### src/rtl/bba_pkg.sv
// Shared types and constants of the bitmap block allocator.
package bba_pkg;

	localparam int POS_W      = 11;
	localparam int CMD_W      = 2;
	localparam int STAT_W     = 3;
	localparam int COUNT_W    = 12;
	localparam int SIZE_W     = 9;
	localparam int SIZE_RESET = 256;

	typedef enum logic [CMD_W-1:0] {
		CMD_ALLOC = 2'd0,
		CMD_SET   = 2'd1,
		CMD_CLEAR = 2'd2
	} cmd_t;

	typedef enum logic [STAT_W-1:0] {
		STAT_OK        = 3'd0,
		STAT_RANGE     = 3'd1,
		STAT_WAS_SET   = 3'd2,
		STAT_WAS_CLEAR = 3'd3,
		STAT_FULL      = 3'd4
	} status_t;

	typedef enum logic [2:0] {
		S_CLEAR,
		S_IDLE,
		S_DIV,
		S_MOD,
		S_SCAN,
		S_DONE
	} state_t;

	typedef struct packed {
		logic [CMD_W-1:0] command;
		logic [POS_W-1:0] position;
	} req_t;

	typedef struct packed {
		status_t            status;
		logic [POS_W-1:0]   granted_position;
		logic [COUNT_W-1:0] used_count;
	} rsp_t;

endpackage

### src/rtl/bba_ram.sv
// Generic single-clock RAM with one write port and one registered read port.
module bba_ram #(
	parameter int WIDTH = 64,
	parameter int DEPTH = 32
) (
	input  logic                                  clk,
	input  logic                                  we,
	input  logic [(DEPTH > 1 ? $clog2(DEPTH) : 1)-1:0] waddr,
	input  logic [WIDTH-1:0]                      wdata,
	input  logic                                  re,
	input  logic [(DEPTH > 1 ? $clog2(DEPTH) : 1)-1:0] raddr,
	output logic [WIDTH-1:0]                      rdata
);

	logic [WIDTH-1:0] mem [DEPTH];

	always_ff @(posedge clk) begin
		if (we) begin
			mem[waddr] <= wdata;
		end
		if (re) begin
			rdata <= mem[raddr];
		end
	end

endmodule

### src/rtl/bitmap_block_allocator_core.sv
// Bitmap block allocator: allocation bitmap in RAM, used-bit count and lowest-free hint.
// A transaction is decoded (S_DIV); unless decode rejects it (out of range, full, unused
// command), its word is modified and written back (S_MOD), then the hint is rescanned
// when needed (S_SCAN, one word read per cycle), and S_DONE loads the output register.
// A new request is accepted only in S_IDLE, once the previous result has been loaded.
// Reset and every size write start a clearing pass over all STORE_WORDS words (32 at defaults)
// that zeroes the bitmap; no input transaction is accepted until it has finished.
module bitmap_block_allocator_core
	import bba_pkg::*;
#(
	parameter int MAX_BYTES = 256,
	parameter int WORD_BITS = 64
) (
	input  logic              clk,
	input  logic              arst_n,
	input  logic              in_valid,
	output logic              in_stall,
	input  req_t              in_data,
	output logic              out_valid,
	input  logic              out_stall,
	output rsp_t              out_data,
	input  logic              cfg_valid,
	output logic              cfg_ready,
	input  logic [SIZE_W-1:0] cfg_bytes_in_use
);

	// Geometry of the bitmap store, all derived from the two parameters.
	localparam int NMAX        = MAX_BYTES * 8;
	localparam int STORE_WORDS = (NMAX + WORD_BITS - 1) / WORD_BITS;
	localparam int AW          = (STORE_WORDS > 1) ? $clog2(STORE_WORDS) : 1;
	localparam int OW          = (WORD_BITS > 1) ? $clog2(WORD_BITS) : 1;
	localparam int CNT_W       = $clog2(NMAX + 1);
	localparam int BASE_W      = $clog2(STORE_WORDS * WORD_BITS + 1);
	localparam int RESET_N     = ((SIZE_RESET > MAX_BYTES) ? MAX_BYTES : SIZE_RESET) * 8;

	// Division of a position by WORD_BITS is done with an exact reciprocal:
	// for any POS_W-bit x, (x * RECIP) >> SHIFT equals x / WORD_BITS.
	localparam int SHIFT = POS_W + OW;
	localparam int RW    = SHIFT + 1;
	localparam int RECIP = ((1 << SHIFT) + WORD_BITS - 1) / WORD_BITS;

	state_t state_q, state_d;

	logic                 accept;
	logic                 cfg_write;

	// Request and working registers.
	logic [CMD_W-1:0]     cmd_q;
	logic [POS_W-1:0]     pos_q;
	logic [POS_W-1:0]     quo_q;
	logic [AW-1:0]        addr_q;
	logic [OW-1:0]        off_q;
	logic [BASE_W-1:0]    base_q;
	logic [WORD_BITS-1:0] word_q;
	logic                 first_q;
	logic [AW-1:0]        clr_q;

	// Architectural state outside the RAM.
	logic [CNT_W-1:0]     n_q;
	logic [CNT_W-1:0]     used_q;
	logic [CNT_W-1:0]     hint_pos_q;
	logic [AW-1:0]        hint_w_q;
	logic [OW-1:0]        hint_off_q;

	// Pending result and output register.
	status_t              stat_q;
	logic [CNT_W-1:0]     grant_q;
	logic                 out_valid_q;
	rsp_t                 out_data_q;

	// RAM port signals.
	logic                 ram_we;
	logic [AW-1:0]        ram_waddr;
	logic [WORD_BITS-1:0] ram_wdata;
	logic                 ram_re;
	logic [AW-1:0]        ram_raddr;
	logic [WORD_BITS-1:0] ram_rdata;

	// Datapath decisions.
	logic [POS_W+RW-1:0]  quo_prod;
	logic [CNT_W-1:0]     cfg_n;
	logic                 div_err;
	status_t              div_stat;
	logic [AW-1:0]        div_addr;
	logic [OW-1:0]        div_off;
	logic [BASE_W-1:0]    div_base;
	logic [BASE_W-1:0]    quo_base;
	logic                 mod_bit;
	logic                 mod_err;
	status_t              mod_stat;
	logic                 mod_scan;
	logic [WORD_BITS-1:0] mod_word;
	logic [WORD_BITS-1:0] scan_data;
	logic [WORD_BITS-1:0] scan_free;
	logic                 scan_found;
	logic [OW-1:0]        scan_bit;
	logic [BASE_W-1:0]    scan_cand;
	logic [BASE_W-1:0]    scan_next_base;
	logic                 scan_last;
	logic                 scan_done;
	logic                 out_load;

	assign cfg_ready = 1'b1;
	assign cfg_write = cfg_valid && cfg_ready;
	assign accept    = in_valid && !in_stall;
	assign out_valid = out_valid_q;
	assign out_data  = out_data_q;

	// The output register is refilled whenever it is empty or its transaction
	// completes in the same cycle, so a waiting result never blocks the next one
	// longer than necessary.
	assign out_load = (state_q == S_DONE) && (!out_valid_q || !out_stall);

	// Managed bit count for a size write, saturated at the store size.
	always_comb begin
		if (32'(cfg_bytes_in_use) > MAX_BYTES) begin
			cfg_n = CNT_W'(NMAX);
		end else begin
			cfg_n = CNT_W'({cfg_bytes_in_use, 3'b000});
		end
	end

	assign quo_prod = (POS_W+RW)'(in_data.position) * (POS_W+RW)'(RECIP);

	// Decode stage: range and full checks, and the word address and bit offset
	// of the bit that the request touches. Allocation takes them from the hint.
	always_comb begin
		quo_base = BASE_W'(quo_q) * BASE_W'(WORD_BITS);
		div_err  = 1'b0;
		div_stat = STAT_OK;
		div_addr = AW'(quo_q);
		div_off  = OW'(BASE_W'(pos_q) - quo_base);
		div_base = quo_base;
		unique case (cmd_q)
			CMD_ALLOC: begin
				div_addr = hint_w_q;
				div_off  = hint_off_q;
				div_base = BASE_W'(hint_pos_q) - BASE_W'(hint_off_q);
				if (hint_pos_q >= n_q) begin
					div_err  = 1'b1;
					div_stat = STAT_FULL;
				end
			end
			CMD_SET, CMD_CLEAR: begin
				if (32'(pos_q) >= 32'(n_q)) begin
					div_err  = 1'b1;
					div_stat = STAT_RANGE;
				end
			end
			default: begin
				div_err  = 1'b1;
				div_stat = STAT_RANGE;
			end
		endcase
	end

	// Modify stage: the addressed word has arrived from the RAM.
	always_comb begin
		mod_bit  = ram_rdata[off_q];
		mod_word = ram_rdata;
		mod_err  = 1'b0;
		mod_stat = STAT_OK;
		mod_scan = 1'b0;
		unique case (cmd_q)
			CMD_ALLOC: begin
				mod_word[off_q] = 1'b1;
				mod_scan        = 1'b1;
			end
			CMD_SET: begin
				mod_word[off_q] = 1'b1;
				if (mod_bit) begin
					mod_err  = 1'b1;
					mod_stat = STAT_WAS_SET;
				end else begin
					mod_scan = (32'(pos_q) == 32'(hint_pos_q));
				end
			end
			CMD_CLEAR: begin
				mod_word[off_q] = 1'b0;
				if (!mod_bit) begin
					mod_err  = 1'b1;
					mod_stat = STAT_WAS_CLEAR;
				end
			end
			default: begin
				mod_err  = 1'b1;
				mod_stat = STAT_RANGE;
			end
		endcase
	end

	// Scan stage: one bitmap word per cycle. The first word is the one just
	// written, taken from word_q; bits below the starting offset are ignored.
	always_comb begin
		scan_data  = first_q ? word_q : ram_rdata;
		scan_found = 1'b0;
		scan_bit   = '0;
		for (int i = 0; i < WORD_BITS; i++) begin
			scan_free[i] = !scan_data[i] && (i >= 32'(off_q));
		end
		for (int i = WORD_BITS - 1; i >= 0; i--) begin
			if (scan_free[i]) begin
				scan_found = 1'b1;
				scan_bit   = OW'(i);
			end
		end
		scan_cand      = base_q + BASE_W'(scan_bit);
		scan_next_base = base_q + BASE_W'(WORD_BITS);
		scan_last      = (scan_next_base >= BASE_W'(n_q)) ||
		                 (addr_q == AW'(STORE_WORDS - 1));
		scan_done      = scan_found || scan_last;
	end

	// Next state.
	always_comb begin
		state_d = state_q;
		unique case (state_q)
			S_CLEAR: begin
				if (clr_q == AW'(STORE_WORDS - 1)) begin
					state_d = S_IDLE;
				end
			end
			S_IDLE: begin
				if (accept) begin
					state_d = S_DIV;
				end
			end
			S_DIV: begin
				state_d = div_err ? S_DONE : S_MOD;
			end
			S_MOD: begin
				state_d = (!mod_err && mod_scan) ? S_SCAN : S_DONE;
			end
			S_SCAN: begin
				if (scan_done) begin
					state_d = S_DONE;
				end
			end
			S_DONE: begin
				if (out_load) begin
					state_d = S_IDLE;
				end
			end
			default: begin
				state_d = S_CLEAR;
			end
		endcase
		if (cfg_write) begin
			state_d = S_CLEAR;
		end
	end

	// Handshake and RAM controls.
	always_comb begin
		in_stall  = 1'b1;
		ram_we    = 1'b0;
		ram_waddr = addr_q;
		ram_wdata = mod_word;
		ram_re    = 1'b0;
		ram_raddr = div_addr;
		unique case (state_q)
			S_CLEAR: begin
				ram_we    = 1'b1;
				ram_waddr = clr_q;
				ram_wdata = '0;
			end
			S_IDLE: begin
				in_stall = 1'b0;
			end
			S_DIV: begin
				ram_re = !div_err;
			end
			S_MOD: begin
				ram_we = !mod_err;
			end
			S_SCAN: begin
				ram_re    = 1'b1;
				ram_raddr = AW'(addr_q + 1'b1);
			end
			S_DONE: begin
			end
			default: begin
			end
		endcase
	end

	always_ff @(posedge clk or negedge arst_n) begin
		if (!arst_n) begin
			state_q     <= S_CLEAR;
			clr_q       <= '0;
			n_q         <= CNT_W'(RESET_N);
			used_q      <= '0;
			hint_pos_q  <= '0;
			hint_w_q    <= '0;
			hint_off_q  <= '0;
			out_valid_q <= 1'b0;
		end else begin
			state_q <= state_d;

			if (out_load) begin
				out_valid_q <= 1'b1;
			end else if (!out_stall) begin
				out_valid_q <= 1'b0;
			end

			// A size write restarts the block with an empty bitmap.
			if (cfg_write) begin
				n_q        <= cfg_n;
				clr_q      <= '0;
				used_q     <= '0;
				hint_pos_q <= '0;
				hint_w_q   <= '0;
				hint_off_q <= '0;
			end else begin
				if (state_q == S_CLEAR) begin
					clr_q <= AW'(clr_q + 1'b1);
				end

				if (state_q == S_MOD && !mod_err) begin
					unique case (cmd_q)
						CMD_ALLOC, CMD_SET: begin
							used_q <= CNT_W'(used_q + 1'b1);
						end
						CMD_CLEAR: begin
							if (used_q != '0) begin
								used_q <= CNT_W'(used_q - 1'b1);
							end
							// A freed bit below the hint becomes the new lowest free bit.
							if (32'(pos_q) < 32'(hint_pos_q)) begin
								hint_pos_q <= CNT_W'(pos_q);
								hint_w_q   <= addr_q;
								hint_off_q <= off_q;
							end
						end
						default: begin
						end
					endcase
				end

				if (state_q == S_SCAN && scan_done) begin
					if (scan_found && (scan_cand < BASE_W'(n_q))) begin
						hint_pos_q <= CNT_W'(scan_cand);
						hint_w_q   <= addr_q;
						hint_off_q <= scan_bit;
					end else begin
						hint_pos_q <= n_q;
					end
				end
			end
		end
	end

	// Payload and working registers carry no reset.
	always_ff @(posedge clk) begin
		if (accept) begin
			cmd_q <= in_data.command;
			pos_q <= in_data.position;
			quo_q <= POS_W'(quo_prod >> SHIFT);
		end

		if (state_q == S_DIV) begin
			addr_q  <= div_addr;
			off_q   <= div_off;
			base_q  <= div_base;
			stat_q  <= div_stat;
			grant_q <= '0;
		end

		if (state_q == S_MOD) begin
			word_q  <= mod_word;
			first_q <= 1'b1;
			stat_q  <= mod_stat;
			if (cmd_q == CMD_ALLOC) begin
				grant_q <= hint_pos_q;
			end
		end

		if (state_q == S_SCAN && !scan_done) begin
			addr_q  <= AW'(addr_q + 1'b1);
			base_q  <= scan_next_base;
			off_q   <= '0;
			first_q <= 1'b0;
		end

		if (out_load) begin
			out_data_q.status           <= stat_q;
			out_data_q.granted_position <= POS_W'(grant_q);
			out_data_q.used_count       <= COUNT_W'(used_q);
		end
	end

	bba_ram #(
		.WIDTH (WORD_BITS),
		.DEPTH (STORE_WORDS)
	) u_store (
		.clk   (clk),
		.we    (ram_we),
		.waddr (ram_waddr),
		.wdata (ram_wdata),
		.re    (ram_re),
		.raddr (ram_raddr),
		.rdata (ram_rdata)
	);

`ifndef NO_ASSERTIONS
	a_used_bounded: assert property (@(posedge clk) disable iff (!arst_n)
		used_q <= n_q)
		else $error("used-bit count exceeds the managed bit count");

	a_hint_bounded: assert property (@(posedge clk) disable iff (!arst_n)
		hint_pos_q <= n_q)
		else $error("free hint lies beyond the managed bits");

	a_scan_in_map: assert property (@(posedge clk) disable iff (!arst_n)
		state_q == S_SCAN |-> base_q < BASE_W'(n_q))
		else $error("hint scan reads a word beyond the managed bits");

	a_result_lands: assert property (@(posedge clk) disable iff (!arst_n)
		out_load && !cfg_write |=> out_valid_q && state_q == S_IDLE)
		else $error("finished result did not reach the output register");
`endif

endmodule

### config.mk
export PLATFORM = sky130hd
export DESIGN_NAME = bitmap_block_allocator_core
export DESIGN_NICKNAME = d
export VERILOG_FILES = /design/src/rtl/bba_pkg.sv /design/src/rtl/bba_ram.sv /design/src/rtl/bitmap_block_allocator_core.sv
export SDC_FILE = /design/constraint.sdc
export NUM_CORES = 2
export LEC_CHECK = 0
export BUFFER_PORTS_ARGS = -buffer_cell sky130_fd_sc_hd__buf_2
export CORE_ASPECT_RATIO = 1.75
export CORE_MARGIN = 5
export CORE_UTILIZATION = 60
export DETAILED_ROUTE_END_ITERATION = 16
export GPL_TIMING_DRIVEN = 0
export PLACE_DENSITY = 0.76
export SYNTH_ARGS = -nofsm -noshare
export SYNTH_HDL_FRONTEND = slang
export SYNTH_SLANG_ARGS = --single-unit
export TNS_END_PERCENT = 20
### constraint.sdc
create_clock -name clk -period 10.5 [get_ports clk]
set_input_delay 1.575 -clock clk [delete_from_list [all_inputs] [get_ports clk]]
set_output_delay 1.575 -clock clk [all_outputs]
set_load 0.02 [all_outputs]
# Word-level counts from Yosys, hierarchy flattened

Memory sizes are Yosys's and may differ from the RTL's. A register that Yosys moved wholly into a read port is not among the register bits.
Index checks and enable logic that the tools add are counted.

Memories: 1
Output and inout bits: 29
Bits in writable memories: 2048
Bits in latches: 0
Bits of input ports: 27
Bits in registers: 203
Logic and storage cells: 481
ROM bits: 0

$add $sub $neg: 8
Reductions and logical operators: 158
Bitwise operators: 3
Multiply operators: 0
Multiplexer cells: 203
Equality and inequality tests: 16
Shifts and indexed selects: 0
Divide/modulo/power cells: 0
Order comparisons: 71

Memories:

| name        | depth | bits a word | rd ports | clocked after memory_dff | write ports | RTL line      | source |
|---|---|---|---|---|---|---|---|
| u_store.mem | 32    | 64          | 1        | 1                        | 1           | bba_ram.sv:15 | `logic [WIDTH-1:0] mem [DEPTH];` |

Operators by type and width:

| kind                    | count |
|---|---|
| $mux W6                 | 71 |
| $mux W12                | 16 |
| $ge A6 B6 Y1 const A    | 31 |
| $mux W64                | 2 |
| $pmux W64 S2            | 1 |
| $ge A5 B6 Y1 const A    | 16 |
| $mux W1                 | 78 |
| $logic_and A1 B1 Y1     | 71 |
| $logic_not A1 Y1        | 68 |
| $mux W5                 | 13 |
| $and A64 B64 Y64        | 1 |
| $not A64 Y64            | 1 |
| $or A64 B64 Y64         | 1 |
| $ge A4 B6 Y1 const A    | 8 |
| $mux W3                 | 9 |
| $ge A12 B12 Y1          | 2 |
| $ge A3 B6 Y1 const A    | 4 |
| $pmux W12 S2            | 1 |
| $pmux W3 S6             | 1 |
| $ne A3 B3 Y1 const B    | 5 |
| $add A12 B1 Y12 const B | 1 |
| $add A12 B6 Y12         | 1 |
| $add A12 B7 Y12 const B | 1 |
| $eq A11 B12 Y1          | 1 |
| 35 further kinds        | 55 |

# Logic depth before layout (Yosys ltp)

Depth after elaboration: 72
Mapped depth: 31
Mapped depth without buffers: 26

# Hierarchy

Synthesis repeated with hierarchy kept, for this count alone.

Cells, all modules: 4774
Area, all modules: 94777.1 um^2

Modules (own cells, without submodules):

| module                      | area each (um^2) | times used | cells each |
|---|---|---|---|
| bba_ram                     | 79605.1          | 1          | 3096 |
| bitmap_block_allocator_core | 15172.1          | 1          | 1678 |

# Worst setup path before layout

OpenSTA, ideal clock, no wires.

Path type: flip-flop to flip-flop
Start point: reg n_q[3]
End point: reg u_store.rdata[0], read port of u_store.mem, enable pin
Setup time: 0.574 ns
Arrival time: 6.464 ns
Data required time: 9.926 ns
Setup slack: 3.462 ns
Stages on the path, launching flop included: 11
Cell sequence: dfrtp_1 ha_1 inv_1 o41ai_1 a21o_1 a21oi_1 o21ai_0 a311o_1 a21o_1 a211o_1 o21ai_0

Word-level cells in the longest chain between the ends: 5

RTL lines:

| element                                                 | RTL line                                                               | source |
|---|---|---|
| from (decl)                                             | bitmap_block_allocator_core.sv:59                                      | `logic [CNT_W-1:0] n_q;` |
| from (signal assigned)                                  | bitmap_block_allocator_core.sv:291                                     | `n_q <= CNT_W'(RESET_N);` |
| from (signal assigned)                                  | bitmap_block_allocator_core.sv:308                                     | `n_q <= cfg_n;` |
| $ge A11 B12 Y1 / $ge A12 B12 Y1 (equally long branches) | bitmap_block_allocator_core.sv:145, bitmap_block_allocator_core.sv:139 |  |
| $mux W1, on equally long branches                       | bitmap_block_allocator_core.sv:145, bitmap_block_allocator_core.sv:139 |  |
| $pmux W1 S2 *                                           | bitmap_block_allocator_core.sv:134                                     | `unique case (cmd_q)` |
| $logic_not A1 Y1 *                                      | bitmap_block_allocator_core.sv:271                                     | `ram_re = !div_err;` |
| $pmux W1 S2 *                                           | bitmap_block_allocator_core.sv:261                                     | `unique case (state_q)` |
| net ram_re                                              | bitmap_block_allocator_core.sv:75                                      | `logic ram_re;` |
| to (decl)                                               | bba_ram.sv:12                                                          | `output logic [WIDTH-1:0] rdata` |

Mark *: on every way through the listed nets, which the timed path passes. The rest lies on a longest branch.
A chain may end at the register's enable or synchronous reset.

# Final worst setup path

Start point: reg first_q
End point: reg hint_pos_q[3]

Word-level cells in the longest chain between the ends: 72

RTL lines:

| element                | RTL line                           | source |
|---|---|---|
| from (decl)            | bitmap_block_allocator_core.sv:55  | `logic first_q;` |
| from (signal assigned) | bitmap_block_allocator_core.sv:371 | `first_q <= 1'b1;` |
| from (signal assigned) | bitmap_block_allocator_core.sv:382 | `first_q <= 1'b0;` |
| $mux W64 *             | bitmap_block_allocator_core.sv:195 | `scan_data = first_q ? word_q : ram_rdata;` |
| $logic_not A1 Y1       | bitmap_block_allocator_core.sv:199 | `scan_free[i] = !scan_data[i] && (i >= 32'(off_q));` |
| $logic_and A1 B1 Y1    | bitmap_block_allocator_core.sv:199 |  |
| $mux W6 (63 in a row)  | bitmap_block_allocator_core.sv:202 | `if (scan_free[i]) begin` |
| $add A12 B6 Y12        | bitmap_block_allocator_core.sv:207 | `scan_cand = base_q + BASE_W'(scan_bit);` |
| $lt A12 B12 Y1         | bitmap_block_allocator_core.sv:341 | `if (scan_found && (scan_cand < BASE_W'(n_q))) begin` |
| $logic_and A1 B1 Y1    | bitmap_block_allocator_core.sv:341 |  |
| $mux W12               | bitmap_block_allocator_core.sv:341 |  |
| $mux W12               | bitmap_block_allocator_core.sv:340 | `if (state_q == S_SCAN && scan_done) begin` |
| $mux W12               | bitmap_block_allocator_core.sv:307 | `if (cfg_write) begin` |
| to (signal assigned)   | bitmap_block_allocator_core.sv:330 | `hint_pos_q <= CNT_W'(pos_q);` |
| to (signal assigned)   | bitmap_block_allocator_core.sv:342 | `hint_pos_q <= CNT_W'(scan_cand);` |
| to (signal assigned)   | bitmap_block_allocator_core.sv:346 | `hint_pos_q <= n_q;` |
| to (decl)              | bitmap_block_allocator_core.sv:61  | `logic [CNT_W-1:0] hint_pos_q;` |

Every way passes the cells marked *; elsewhere a longest branch is shown, timed or not.

==> impl_results.md <==
* Pins Over Slew Limit at 33
* CTS tree: built
* Post-synth top flop: edfxtp_1
* CP Buf/Inv Count at 5
* CP startpoint kind: flip-flop
* Skew final at 0.06780 ns
* Peak VDD IR at 0.0001748 V
* Register Area at 68,800 µm²
* Syn_nets at 5,173
* CP Capture Type: flip-flop
* Worst-Skew Late Latency at 0.87 ns
* Synthesized flop and latch total at 2,306
* CTS Buf Count at 202
* Slew headroom at -2.862%
* Hold Crit Class: flip-flop to flip-flop
* Crit path required time at 11.27 ns
* Core Util, Final at 67.86%
* P_leak at 34.72 nW
* Top routing layer in use: met4
* Critical path type: flip-flop to flip-flop
* FP Rows at 193
* Critical path's slowest cell: o41ai_1
* Root Driver: clkbuf_16
* Die Ht at 537.3 µm
* Mean Syn Cell Area at 18.81 µm²
* Mapped Area at 95,320 µm²
* Crit path DAT at 8.78 ns
* Filler cells at 9,853
* Fin Hold WS at 0.4218 ns
* Asr flop ratio synth at 2.298%
* Inst Count DP at 7,272
* Final min period at 8.009 ns
* Max clock buf depth at 4
* 1st-iter DRT viols at 7,320
* Initial Util at 60.35%
* H-Tree Depth at 4
* Final Hold Viols at 0
* Failing checks: capacitance limit, slew limit
* 1st-pass router iterations at 6
* Area of the multi-input gates at 25,260 µm²
* Crit-path max FO at 10
* Gp weighted congestion at 1.002
* Drt total wl at 286,700 µm
* Wire length of the first global-routing pass at 403,000 µm
* Area Growth Syn to Fin at 12.44%
* Initial antenna violation count at 9
* Yosys warns at 0
* Pin count of the biggest net entering global routing at 73
* ANT nets after route at 0
* Distinct cells, synth at 108
* Clock transition at path regs at 0.09 ns
* DP Area at 100,600 µm²
* WP depth at 27
* Post-synth EDFFs at 2,235
* CP peak stage delay at 0.72 ns
* Postcts setup bufs at 0
* Total number of vias at 53.17k
* WL met2 at 145,900 µm
* Number of global-route vias before repair at 54.20k
* Tcrit/Tclk final at 76.27%
* Final net count at 5,535
* Die Width at 311.3 µm
* Pwr/cell area at 181.5 nW/µm²
* Non-Filler Instances at 7,653
* Post_cts resized at 0
* R2R depth at 27
* Max Cap Viol at 6
* I/O pin count at 56
* Met3 WL at 23,350 µm
* Gr ovfl total at 0
* Worst Setup Slack post-DPL at 2.704 ns
* Core Footprint at 157,900 µm²
* Total Power at 19.46 mW
* Post-DP HPWL at 196,600 µm
* Worst-margin pin slew at 1.537 ns
* Buffers on Ports at 53
* Ratio of cells with drive above 1 in the final layout at 23.56%
* Maximum clock rate at 0.1249 GHz
* Status: finished, violations left
* CP delay by family, top: compound AO/OA/AOI/OAI gates
* Setup ws final at 2.491 ns
* Sum Neg Setup Slack at 0 ns
* Die area at 167,200 µm²
* DRC at 0
* Hold depth at 0
* Met1 Wirelength at 93,500 µm
* Vias per Instance at 6.948
* Final setup viols at 0
* Gate Count Post-Synth at 5,067
* DR WL/cell at 37.47 µm
* Hold buffers post-CTS at 0
* CP dominant cell by count: buf_6
* Overall track demand over capacity in global routing at 34.23%
* Final Instance Area at 107,200 µm²
* Sequential area share after synthesis at 72.18%
* RSZ-0062 raised after global routing: false
* Clock Sinks at 2,306
==> cell usage in the layout, fill, tap and decap left out, types with 21 or more instances in the layout <==
cell type / instances
nor2_4: 32
clkinv_1: 41
mux2_2: 143
edfxtp_1: 2235
nor3_1: 29
o21ai_0: 213
nand3_1: 48
a21oi_1: 146
nor2_1: 163
dfrtp_1: 52
ha_1: 76
a211oi_1: 21
buf_12: 88
buf_1: 32
clkbuf_1: 166
xnor2_1: 23
buf_2: 129
and2_1: 72
clkinv_2: 37
mux2i_1: 210
a22o_1: 61
nor2b_1: 24
nand2_1: 254
clkbuf_16: 206
mux4_2: 520
inv_1: 57
o211ai_1: 77
==> logic make-up (layout without fill, tap and decap cells) <==
kind of cell / after synthesis / after routing / share of synthesized area [%]
buffers and inverters: 343 / 865 / 1.620
AND/OR/NAND/NOR: 729 / 729 / 3.610
flip-flops: 2306 / 2306 / 72.18
multiplexers: 887 / 887 / 16.49
AO/OA/AOI/OAI: 688 / 688 / 4.722
adder cells (fa/ha/maj): 79 / 79 / 1.061
XOR/XNOR: 34 / 34 / 0.3124
other: 1 / 18 / 0.003934
==> Yosys cell counts, types with 72 or more instances <==
cell / instances / share of area, %
clkbuf_1: 149 / 0.59
mux2i_1: 210 / 2.2
o21ai_0: 214 / 1.1
ha_1: 76 / 1.0
o211ai_1: 77 / 0.61
mux4_2: 520 / 12
mux2_2: 143 / 1.7
edfxtp_1: 2235 / 70
buf_2: 74 / 0.39
nand2_1: 254 / 1.0
a21oi_1: 147 / 0.77
and2_1: 72 / 0.47
nor2_1: 198 / 0.78
==> state kept, by name (all words and copies together) (netlist names), 9 cells and up <==
| register | count |
|---|---|
| used_q | 12 |
| u_store.mem | 2048 |
| grant_q | 11 |
| hint_pos_q | 12 |
| base_q | 12 |
| out_data | 26 |
| n_q | 9 |
| pos_q | 11 |
| u_store.rdata | 64 |
| word_q | 64 |
==> final timing paths <==
check	end	start	slack (ns)
min in group asynchronous	n_q[3]	arst_n	0.79
max in group asynchronous	used_q[5]	arst_n	9.18
worst max register to register	hint_pos_q[3]	first_q	2.49
worst max-delay path	hint_pos_q[3]	first_q	2.49
worst min-delay path	out_data[23]	stat_q[0]	0.42
worst min register to register	out_data[23]	stat_q[0]	0.42
==> report_power, final <==
part	switching, mW	internal (mW)
Clock	3.33	4.12
Combinational	1.36	0.549
Sequential	0.0330	10.1
Total	4.72	14.7
==> final cells by class <==
cell class	instances	share of cell area, %
clock inverters	123	1.102
clock buffers	241	4.960
well taps	2047	2.390
repair buffers	158	2.280
multi-input cells	2418	23.57
diodes	17	0.03969
inverters	61	0.2183
flip-flops and latches	2306	64.19
plain buffers	282	1.248
==> per-layer routing <==
layer  track usage (%)  up-vias
met3             5.756      846
met2             58.35     3430
met1             40.36    27492
li1                  -    21406
met5                 0        -
met4             23.06        0
No activity file was read; power rests on OpenSTA's default activity.
